**src/hw/rtl/sva_pkg.sv**
```systemverilog
// Shared types and constants for the voice allocator.
// No dependencies; imported by every module of the block.
package sva_pkg;

  localparam int NUM_VOICES = 16;
  localparam int VIDX_W     = $clog2(NUM_VOICES);
  localparam int CNT_W      = VIDX_W + 1;
  localparam int NOTE_W     = 7;
  localparam int AGE_W      = 32;
  localparam int MASK_W     = 16;
  localparam int VOUT_W     = 4;
  localparam int MAXV_W     = 5;
  localparam int PADDR_W    = 3;
  localparam int PDATA_W    = 32;

  localparam logic [1:0] REQ_NOTE_ON    = 2'd0;
  localparam logic [1:0] REQ_NOTE_OFF   = 2'd1;
  localparam logic [1:0] REQ_VOICE_DONE = 2'd2;

  localparam logic REG_MAX_VOICES = 1'b0;
  localparam logic REG_POLY_MODE  = 1'b1;

  typedef struct packed {
    logic [1:0]        req_type;
    logic [NOTE_W-1:0] note_number;
    logic [3:0]        done_voice;
  } req_t;

  typedef struct packed {
    logic [VOUT_W-1:0] assigned_voice;
    logic              was_stolen;
    logic [MASK_W-1:0] release_mask;
  } rsp_t;

  typedef struct packed {
    logic [MAXV_W-1:0] max_voices;
    logic              poly_mode;
  } cfg_t;

  typedef struct packed {
    logic start;
    logic scan;
    logic commit;
  } dp_cmd_t;

  typedef struct packed {
    logic scan_done;
    logic out_free;
  } dp_sts_t;

endpackage

```
**src/hw/rtl/sva_regs.sv**
```systemverilog
// APB-style configuration registers: max_voices at 0x0, poly_mode at 0x4.
// Depends on sva_pkg.
module sva_regs (
  input  logic                         clk,
  input  logic                         rst,
  input  logic                         psel,
  input  logic                         penable,
  input  logic                         pwrite,
  input  logic [sva_pkg::PADDR_W-1:0]  paddr,
  input  logic [sva_pkg::PDATA_W-1:0]  pwdata,
  output logic [sva_pkg::PDATA_W-1:0]  prdata,
  output logic                         pready,
  output sva_pkg::cfg_t                cfg
);
  import sva_pkg::*;

  logic wr_en;
  logic reg_sel;

  assign pready  = 1'b1;
  assign wr_en   = psel && penable && pwrite;
  assign reg_sel = paddr[2];

  always_ff @(posedge clk) begin
    if (rst) begin
      cfg <= '{max_voices: MAXV_W'(NUM_VOICES), poly_mode: 1'b1};
    end else if (wr_en) begin
      unique case (reg_sel)
        REG_MAX_VOICES: cfg.max_voices <= pwdata[MAXV_W-1:0];
        REG_POLY_MODE:  cfg.poly_mode  <= pwdata[0];
        default: ;
      endcase
    end
  end

  always_comb begin
    unique case (reg_sel)
      REG_MAX_VOICES: prdata = PDATA_W'(cfg.max_voices);
      REG_POLY_MODE:  prdata = PDATA_W'(cfg.poly_mode);
      default:        prdata = '0;
    endcase
  end

endmodule

```
**src/hw/rtl/sva_ctrl.sv**
```systemverilog
// Controller: accept, scan the voice table, then commit one result.
// Depends on sva_pkg; drives the datapath through dp_cmd_t.
module sva_ctrl (
  input  logic             clk,
  input  logic             rst,
  input  logic             req_valid,
  output logic             req_ready,
  input  sva_pkg::dp_sts_t sts,
  output sva_pkg::dp_cmd_t cmd
);
  import sva_pkg::*;

  localparam logic [1:0] ST_IDLE = 2'd0;
  localparam logic [1:0] ST_SCAN = 2'd1;
  localparam logic [1:0] ST_FIN  = 2'd2;

  logic [1:0] state;
  logic [1:0] state_next;

  assign req_ready  = (state == ST_IDLE);
  assign cmd.start  = (state == ST_IDLE) && req_valid;
  assign cmd.scan   = (state == ST_SCAN);
  assign cmd.commit = (state == ST_FIN) && sts.out_free;

  always_comb begin
    state_next = state;
    unique case (state)
      ST_IDLE: if (req_valid) state_next = ST_SCAN;
      ST_SCAN: if (sts.scan_done) state_next = ST_FIN;
      ST_FIN:  if (sts.out_free) state_next = ST_IDLE;
      default: state_next = ST_IDLE;
    endcase
  end

  always_ff @(posedge clk) begin
    if (rst) begin
      state <= ST_IDLE;
    end else begin
      state <= state_next;
    end
  end

endmodule

```
**src/hw/rtl/sva_dp.sv**
```systemverilog
// Datapath: voice table (active flops plus note/age memory), scan
// accumulators, age counter and the output register. Depends on sva_pkg.
module sva_dp (
  input  logic             clk,
  input  logic             rst,
  input  sva_pkg::cfg_t    cfg,
  input  sva_pkg::req_t    req_data,
  input  sva_pkg::dp_cmd_t cmd,
  output sva_pkg::dp_sts_t sts,
  output logic             rsp_valid,
  input  logic             rsp_ready,
  output sva_pkg::rsp_t    rsp_data
);
  import sva_pkg::*;

  localparam int WORD_W = NOTE_W + AGE_W;

  // note and age per voice; not reset, and the scan reads every entry below its limit
  logic [WORD_W-1:0]     mem [NUM_VOICES];
  logic [NUM_VOICES-1:0] active;
  logic [AGE_W-1:0]      age_counter;

  req_t              req_q;
  logic [CNT_W-1:0]  limit;
  logic [CNT_W-1:0]  ptr;
  logic              rd_vld;
  logic [VIDX_W-1:0] rd_idx;
  logic [WORD_W-1:0] rd_data;
  logic [NOTE_W-1:0] rd_note;
  logic [AGE_W-1:0]  rd_age;

  logic              found_free;
  logic [VIDX_W-1:0] free_idx;
  logic              found_note;
  logic [VIDX_W-1:0] note_idx;
  logic [VIDX_W-1:0] best_idx;
  logic [AGE_W-1:0]  best_age;
  logic [MASK_W-1:0] mask;

  logic [CNT_W-1:0]  lim_clamped;
  logic [CNT_W-1:0]  limit_next;
  logic [VIDX_W-1:0] choice;
  logic [AGE_W-1:0]  age_inc;
  logic              done_ok;
  logic              wr_voice;

  assign rd_note = rd_data[WORD_W-1:AGE_W];
  assign rd_age  = rd_data[AGE_W-1:0];
  assign age_inc = age_counter + AGE_W'(1);
  assign done_ok = (32'(req_q.done_voice) < NUM_VOICES);

  assign sts.scan_done = (ptr == limit) && !rd_vld;
  assign sts.out_free  = !rsp_valid || rsp_ready;

  always_comb begin
    if (cfg.max_voices == '0) begin
      lim_clamped = CNT_W'(1);
    end else if (32'(cfg.max_voices) > NUM_VOICES) begin
      lim_clamped = CNT_W'(NUM_VOICES);
    end else begin
      lim_clamped = CNT_W'(cfg.max_voices);
    end
  end

  always_comb begin
    priority if (req_data.req_type == REQ_NOTE_ON && cfg.poly_mode) begin
      limit_next = lim_clamped;
    end else if (req_data.req_type == REQ_NOTE_OFF) begin
      limit_next = CNT_W'(NUM_VOICES);
    end else begin
      limit_next = '0;
    end
  end

  // mono mode takes voice 0; otherwise free voice beats same note, which beats oldest
  always_comb begin
    priority if (!cfg.poly_mode) begin
      choice = '0;
    end else if (found_free) begin
      choice = free_idx;
    end else if (found_note) begin
      choice = note_idx;
    end else begin
      choice = best_idx;
    end
  end

  assign wr_voice = cmd.commit && (req_q.req_type == REQ_NOTE_ON);

  always_ff @(posedge clk) begin
    if (wr_voice) begin
      mem[choice] <= {req_q.note_number, age_inc};
    end
    if (cmd.scan && ptr != limit) begin
      rd_data <= mem[ptr[VIDX_W-1:0]];
    end
  end

  // control state
  always_ff @(posedge clk) begin
    if (rst) begin
      active      <= '0;
      age_counter <= '0;
      ptr         <= '0;
      limit       <= '0;
      rd_vld      <= 1'b0;
      rsp_valid   <= 1'b0;
    end else begin
      if (cmd.start) begin
        ptr    <= '0;
        limit  <= limit_next;
        rd_vld <= 1'b0;
      end else if (cmd.scan) begin
        if (ptr != limit) begin
          ptr    <= ptr + CNT_W'(1);
          rd_vld <= 1'b1;
        end else begin
          rd_vld <= 1'b0;
        end
      end
      if (wr_voice) begin
        active[choice] <= 1'b1;
        age_counter    <= age_inc;
      end else if (cmd.commit && req_q.req_type == REQ_VOICE_DONE && done_ok) begin
        active[VIDX_W'(req_q.done_voice)] <= 1'b0;
      end
      if (cmd.commit) begin
        rsp_valid <= 1'b1;
      end else if (rsp_ready) begin
        rsp_valid <= 1'b0;
      end
    end
  end

  // request, scan accumulators and result payload
  always_ff @(posedge clk) begin
    if (cmd.start) begin
      req_q      <= req_data;
      found_free <= 1'b0;
      found_note <= 1'b0;
      free_idx   <= '0;
      note_idx   <= '0;
      best_idx   <= '0;
      best_age   <= '0;
      mask       <= '0;
    end else if (rd_vld) begin
      if (!found_free && !active[rd_idx]) begin
        found_free <= 1'b1;
        free_idx   <= rd_idx;
      end
      if (!found_note && rd_note == req_q.note_number) begin
        found_note <= 1'b1;
        note_idx   <= rd_idx;
      end
      if (rd_idx == '0 || rd_age < best_age) begin
        best_idx <= rd_idx;
        best_age <= rd_age;
      end
      if (active[rd_idx] && rd_note == req_q.note_number && 32'(rd_idx) < MASK_W) begin
        mask <= mask | (MASK_W'(1) << rd_idx);
      end
    end
    if (cmd.scan) begin
      rd_idx <= ptr[VIDX_W-1:0];
    end
    if (cmd.commit) begin
      if (req_q.req_type == REQ_NOTE_ON) begin
        rsp_data <= '{assigned_voice: VOUT_W'(choice), was_stolen: active[choice],
                      release_mask: '0};
      end else if (req_q.req_type == REQ_NOTE_OFF) begin
        rsp_data <= '{assigned_voice: '0, was_stolen: 1'b0, release_mask: mask};
      end else begin
        rsp_data <= '0;
      end
    end
  end

endmodule

```
**src/hw/rtl/synth_voice_allocator_core.sv**
```systemverilog
// Voice allocator for a polyphonic synthesizer.
// Request channel (req_valid/req_ready/req_data) takes note-on, note-off
// and voice-done events; response channel (rsp_valid/rsp_ready/rsp_data)
// returns one result per event: the chosen voice and steal flag on
// note-on, a release mask on note-off, all zero otherwise.
// One event is processed at a time. A note-on in poly mode scans the
// first max_voices entries (clamped to 1..NUM_VOICES) through the single
// memory read port; the response becomes valid in the same cycle that
// req_ready returns for the next request. Note-off scans all NUM_VOICES
// entries; mono note-on, voice-done and unused codes skip the scan.
// The response sits in an output register; the next request is accepted
// while it waits, but the following commit holds until rsp_ready frees it.
// Reset (rst, synchronous) clears all active flags, the age counter and
// both channels' valid state; max_voices returns to 16, poly_mode to 1.
// Configuration is to be written over the APB port only while no
// transaction is open; the block itself does not enforce this.
// Depends on sva_pkg, sva_regs, sva_ctrl and sva_dp.
module synth_voice_allocator_core (
  input  logic                         clk,
  input  logic                         rst,
  input  logic                         psel,
  input  logic                         penable,
  input  logic                         pwrite,
  input  logic [sva_pkg::PADDR_W-1:0]  paddr,
  input  logic [sva_pkg::PDATA_W-1:0]  pwdata,
  output logic [sva_pkg::PDATA_W-1:0]  prdata,
  output logic                         pready,
  input  logic                         req_valid,
  output logic                         req_ready,
  input  sva_pkg::req_t                req_data,
  output logic                         rsp_valid,
  input  logic                         rsp_ready,
  output sva_pkg::rsp_t                rsp_data
);
  import sva_pkg::*;

  cfg_t    cfg;
  dp_cmd_t cmd;
  dp_sts_t sts;

  sva_regs u_regs (
    .clk     (clk),
    .rst     (rst),
    .psel    (psel),
    .penable (penable),
    .pwrite  (pwrite),
    .paddr   (paddr),
    .pwdata  (pwdata),
    .prdata  (prdata),
    .pready  (pready),
    .cfg     (cfg)
  );

  sva_ctrl u_ctrl (
    .clk       (clk),
    .rst       (rst),
    .req_valid (req_valid),
    .req_ready (req_ready),
    .sts       (sts),
    .cmd       (cmd)
  );

  sva_dp u_dp (
    .clk       (clk),
    .rst       (rst),
    .cfg       (cfg),
    .req_data  (req_data),
    .cmd       (cmd),
    .sts       (sts),
    .rsp_valid (rsp_valid),
    .rsp_ready (rsp_ready),
    .rsp_data  (rsp_data)
  );

endmodule

```
**config.mk**
```make
export PLATFORM = sky130hd
export DESIGN_NAME = synth_voice_allocator_core
export DESIGN_NICKNAME = d
export VERILOG_FILES = /design/src/hw/rtl/sva_pkg.sv /design/src/hw/rtl/sva_regs.sv /design/src/hw/rtl/sva_ctrl.sv /design/src/hw/rtl/sva_dp.sv /design/src/hw/rtl/synth_voice_allocator_core.sv
export SDC_FILE = /design/constraint.sdc
export NUM_CORES = 1
export LEC_CHECK = 0
export BUFFER_PORTS_ARGS = -buffer_cell sky130_fd_sc_hd__buf_2
export CORE_MARGIN = 2
export CORE_UTILIZATION = 25
export DETAILED_ROUTE_END_ITERATION = 10
export GPL_TIMING_DRIVEN = 0
export PLACE_DENSITY = 0.49
export SETUP_SLACK_MARGIN = 0.2
export SYNTH_ARGS = -nofsm -noshare
export SYNTH_HDL_FRONTEND = slang
export SYNTH_HIERARCHICAL = 1
export SYNTH_SLANG_ARGS = --single-unit
```
**constraint.sdc**
```tcl
create_clock -name clk -period 3.38 [get_ports clk]
set_input_delay 0.338 -clock clk [delete_from_list [all_inputs] [get_ports clk]]
set_output_delay 0.338 -clock clk [all_outputs]
set_load 0.005 [all_outputs]
```
==> impl_metrics.json <==
{
  "crit_required_ns": 3.95,
  "fillCellCount": 13105,
  "drt-initial-drc-count": 1582,
  "reg2reg_to": "u_dp/best_idx[0]",
  "startpoint": "u_dp/rd_data[1]",
  "port_buffers": 53,
  "synth_cells": 1866,
  "drive_above_1_share_pct": 25.4,
  "crit_fanout": 10,
  "cap_violations": 0,
  "timing.final.crit_share_pct": 92.7,
  "cts_buffer_depth": 3,
  "routed-wl-met3_microns": 4510,
  "diodes": 0,
  "initial_core_util_pct": 25.1,
  "crit_arrival_ns": 3.71,
  "ys_seq_area_share_pct": 70.8,
  "met2_wirelength_microns": 40700,
  "grt_pass1_wl_microns": 123000,
  "synth.largest_area_cell": "edfxtp_1",
  "die_h_microns": 370,
  "final.min_clock_period_ns": 3.13,
  "tightest_slew_ns": 1.30,
  "clock_latency_ns": 0.66,
  "gp_congestion": 0.808,
  "coreArea_sq_um": 133000,
  "ir_drop_mv": 0.359,
  "hold-path-cell-count": 3,
  "fin_skew_ns": 0.0433,
  "setup_viol": 0,
  "crit_type": "flop to flop",
  "antenna_found_initial": 1,
  "start_kind": "flop",
  "detail-route-antenna-nets": 0,
  "grt_use_total_pct": 12.3,
  "hp-class": "input pin to flop",
  "hold_violations": 0,
  "ys_types": 66,
  "grt_pass1_vias": 17982,
  "max_slew_margin_pct": 12.4,
  "reg2regPathDepth": 8,
  "num_io_pins": 111,
  "wl_per_cell_microns": 21.6,
  "dr.pass1.iters": 5,
  "slew_violations": 0,
  "cts-buffers-inserted": 91,
  "reg2reg_slack_ns": 0.25,
  "rsz0062_at_grt": "true",
  "cp-endpoint": "u_dp/best_idx[0]",
  "place_hpwl_microns": 49800,
  "synth_area_leaders": "edfxtp_1 (63%), mux4_2 (13%), dfxtp_1 (7.8%)",
  "routedLengthMet1_microns": 37800,
  "layout.nets": 2171,
  "vias": 17524,
  "final_cells": 3927,
  "syn_to_final_growth_pct": 19.2,
  "ys.flop_type": "edfxtp_1",
  "async_reset_ff_share_pct": 0,
  "r2r_start": "u_dp/rd_data[1]",
  "syn_area_per_cell_sq_um": 17.9,
  "cts_tree": "done",
  "yosysMostFrequentCell": "edfxtp_1",
  "multi_input_area_sq_um": 9200,
  "final_core_util_pct": 29.9,
  "dp.cells": 3725,
  "drt-total-wl_microns": 84800,
  "seqCellArea_sq_um": 23700,
  "numClockSinks": 831,
  "ys_ff_latch": 831,
  "leakage_nw": 11.6,
  "routed.top_layer": "met4",
  "status": "complete, no violations",
  "design.die.area_sq_um": 137000,
  "clk_pin_slew_ns": 0.06,
  "power_density_nw_per_um2": 531,
  "grt_max_degree": 40,
  "grt_overflow": 0,
  "synth_common_cells": "edfxtp_1 (701), mux4_2 (199), dfxtp_1 (130), nor2_1 (98), nand2b_1 (66)",
  "cts.htree.levels": 3,
  "max_freq_ghz": 0.319,
  "netlist_area_sq_um": 33400,
  "synth_top_area_share_pct": 63.0,
  "fp-row-count": 134,
  "routed_via_density": 4.46,
  "ys_warn_count": 6,
  "drcViolationCount": 0,
  "cp-end-kind": "flop",
  "fp.dieW_microns": 370,
  "cts-root-buf": "clkbuf_16",
  "synth_edf_count": 701
}
## layout make-up
cell class                 count  area share [%]
sequential                   831            59.4
clock inverter                44            1.01
multi-input combinational    888            23.1
inverter                      52           0.660
buffer                       122            1.79
tap                         1768            5.55
timing repair inverter         2          0.0377
clock buffer                 125            6.29
timing repair buffer          95            2.19
## how the worst min path moves through the flow
stage,from,end,slack (ns)
2_1_floorplan,rst,u_ctrl/state[1],0.40
3_3_place_gp,u_dp/ptr[3],u_dp/rd_idx[3],0.41
3_5_place_dp,u_dp/ptr[3],u_dp/rd_idx[3],0.42
4_1_cts,penable,u_regs/cfg[0],0.00001
5_1_grt,penable,u_regs/cfg[0],0.04
6_report,penable,u_regs/cfg[0],0.04
## critical path: stages, from the launching register on
cell,delay (ns)
edfxtp_1,0.43
ha_1,0.31
a2111oi_0,0.87
o32ai_1,0.18
o31ai_1,0.45
o211a_1,0.24
buf_6,0.21
buf_12,0.19
mux2i_1,0.21
## cell usage in the layout (no fill, tap or decap), types with 32 or more instances in the layout
master | netlist | routed
clkbuf_16 | 0 | 93
edfxtp_1 | 701 | 701
nor2_1 | 98 | 97
mux2i_1 | 65 | 65
nand2b_1 | 66 | 66
buf_2 | 20 | 74
ha_1 | 33 | 33
mux4_2 | 199 | 199
inv_1 | 52 | 36
dfxtp_1 | 130 | 130
o21ai_0 | 32 | 32
buf_4 | 29 | 32
nand2_1 | 62 | 61
clkbuf_1 | 55 | 63
a21oi_1 | 56 | 56
## stage by stage
step	area (sq um)	hold WS [ns]	TNS [ns]	total power, mW	setup WS (ns)
2_1_floorplan	33600	0.400	0	11.6	0.257
3_3_place_gp	36000	0.414	-1107.15	11.7	-2.24
3_5_place_dp	36300	0.417	-578.59	11.7	-1.07
4_1_cts	39700	0.0000116	0	21.4	0.216
5_1_grt	39800	0.0439	0	21.9	0.183
6_report	39800	0.0401	0	21.2	0.246
## routing by layer
layer / vias up / track usage [%]
met5: - / 0
met4: 0 / 3.12
met3: 128 / 2.13
met2: 529 / 20.5
met1: 9233 / 16.6
li1: 7634 / -
## power by group
group	switching [mW]	internal [mW]	total, mW
Sequential	0.0532	11.0	11.1
Combinational	0.248	0.188	0.435
Clock	4.03	5.60	9.63
## cells by family (layout without fill, tap and decap cells)
group / Yosys count / in the layout / synth area share [%]
AND/OR/NAND/NOR: 375 / 376 / 6.10
other: 2 / 28 / 0.0225
buffers and inverters: 174 / 440 / 2.63
flip-flops: 831 / 831 / 70.8
XOR/XNOR: 69 / 69 / 1.81
adder cells (fa/ha/maj): 33 / 33 / 1.24
AO/OA/AOI/OAI: 115 / 115 / 1.99
multiplexers: 267 / 267 / 15.5
## state kept, by name, indices dropped and copies added (netlist names), 5 cells and up
| register | flops |
|---|---|
| u_dp/mem | 624 |
| u_dp/rd_data | 39 |
| u_dp/age_counter | 32 |
| u_dp/best_age | 32 |
| u_dp/rsp_data | 21 |
| u_dp/active | 16 |
| u_dp/mask | 16 |
| u_dp/req_q | 13 |
| u_regs/cfg | 6 |
| u_dp/limit | 5 |
| u_dp/ptr | 5 |
## timing repair
| item | 4_1_cts | 5_1_grt |
|---|---|---|
| setup endpoints to repair | 802 | 470 |
| pin swaps | 1 | 0 |
| resized for setup | 29 | 26 |
| buffers inserted | 9 | 0 |
| hold buffers | 20 | 0 |
| gates cloned | 3 | 0 |
| hold endpoints to repair | 21 | 0 |
(Power assumes the default switching activity.)
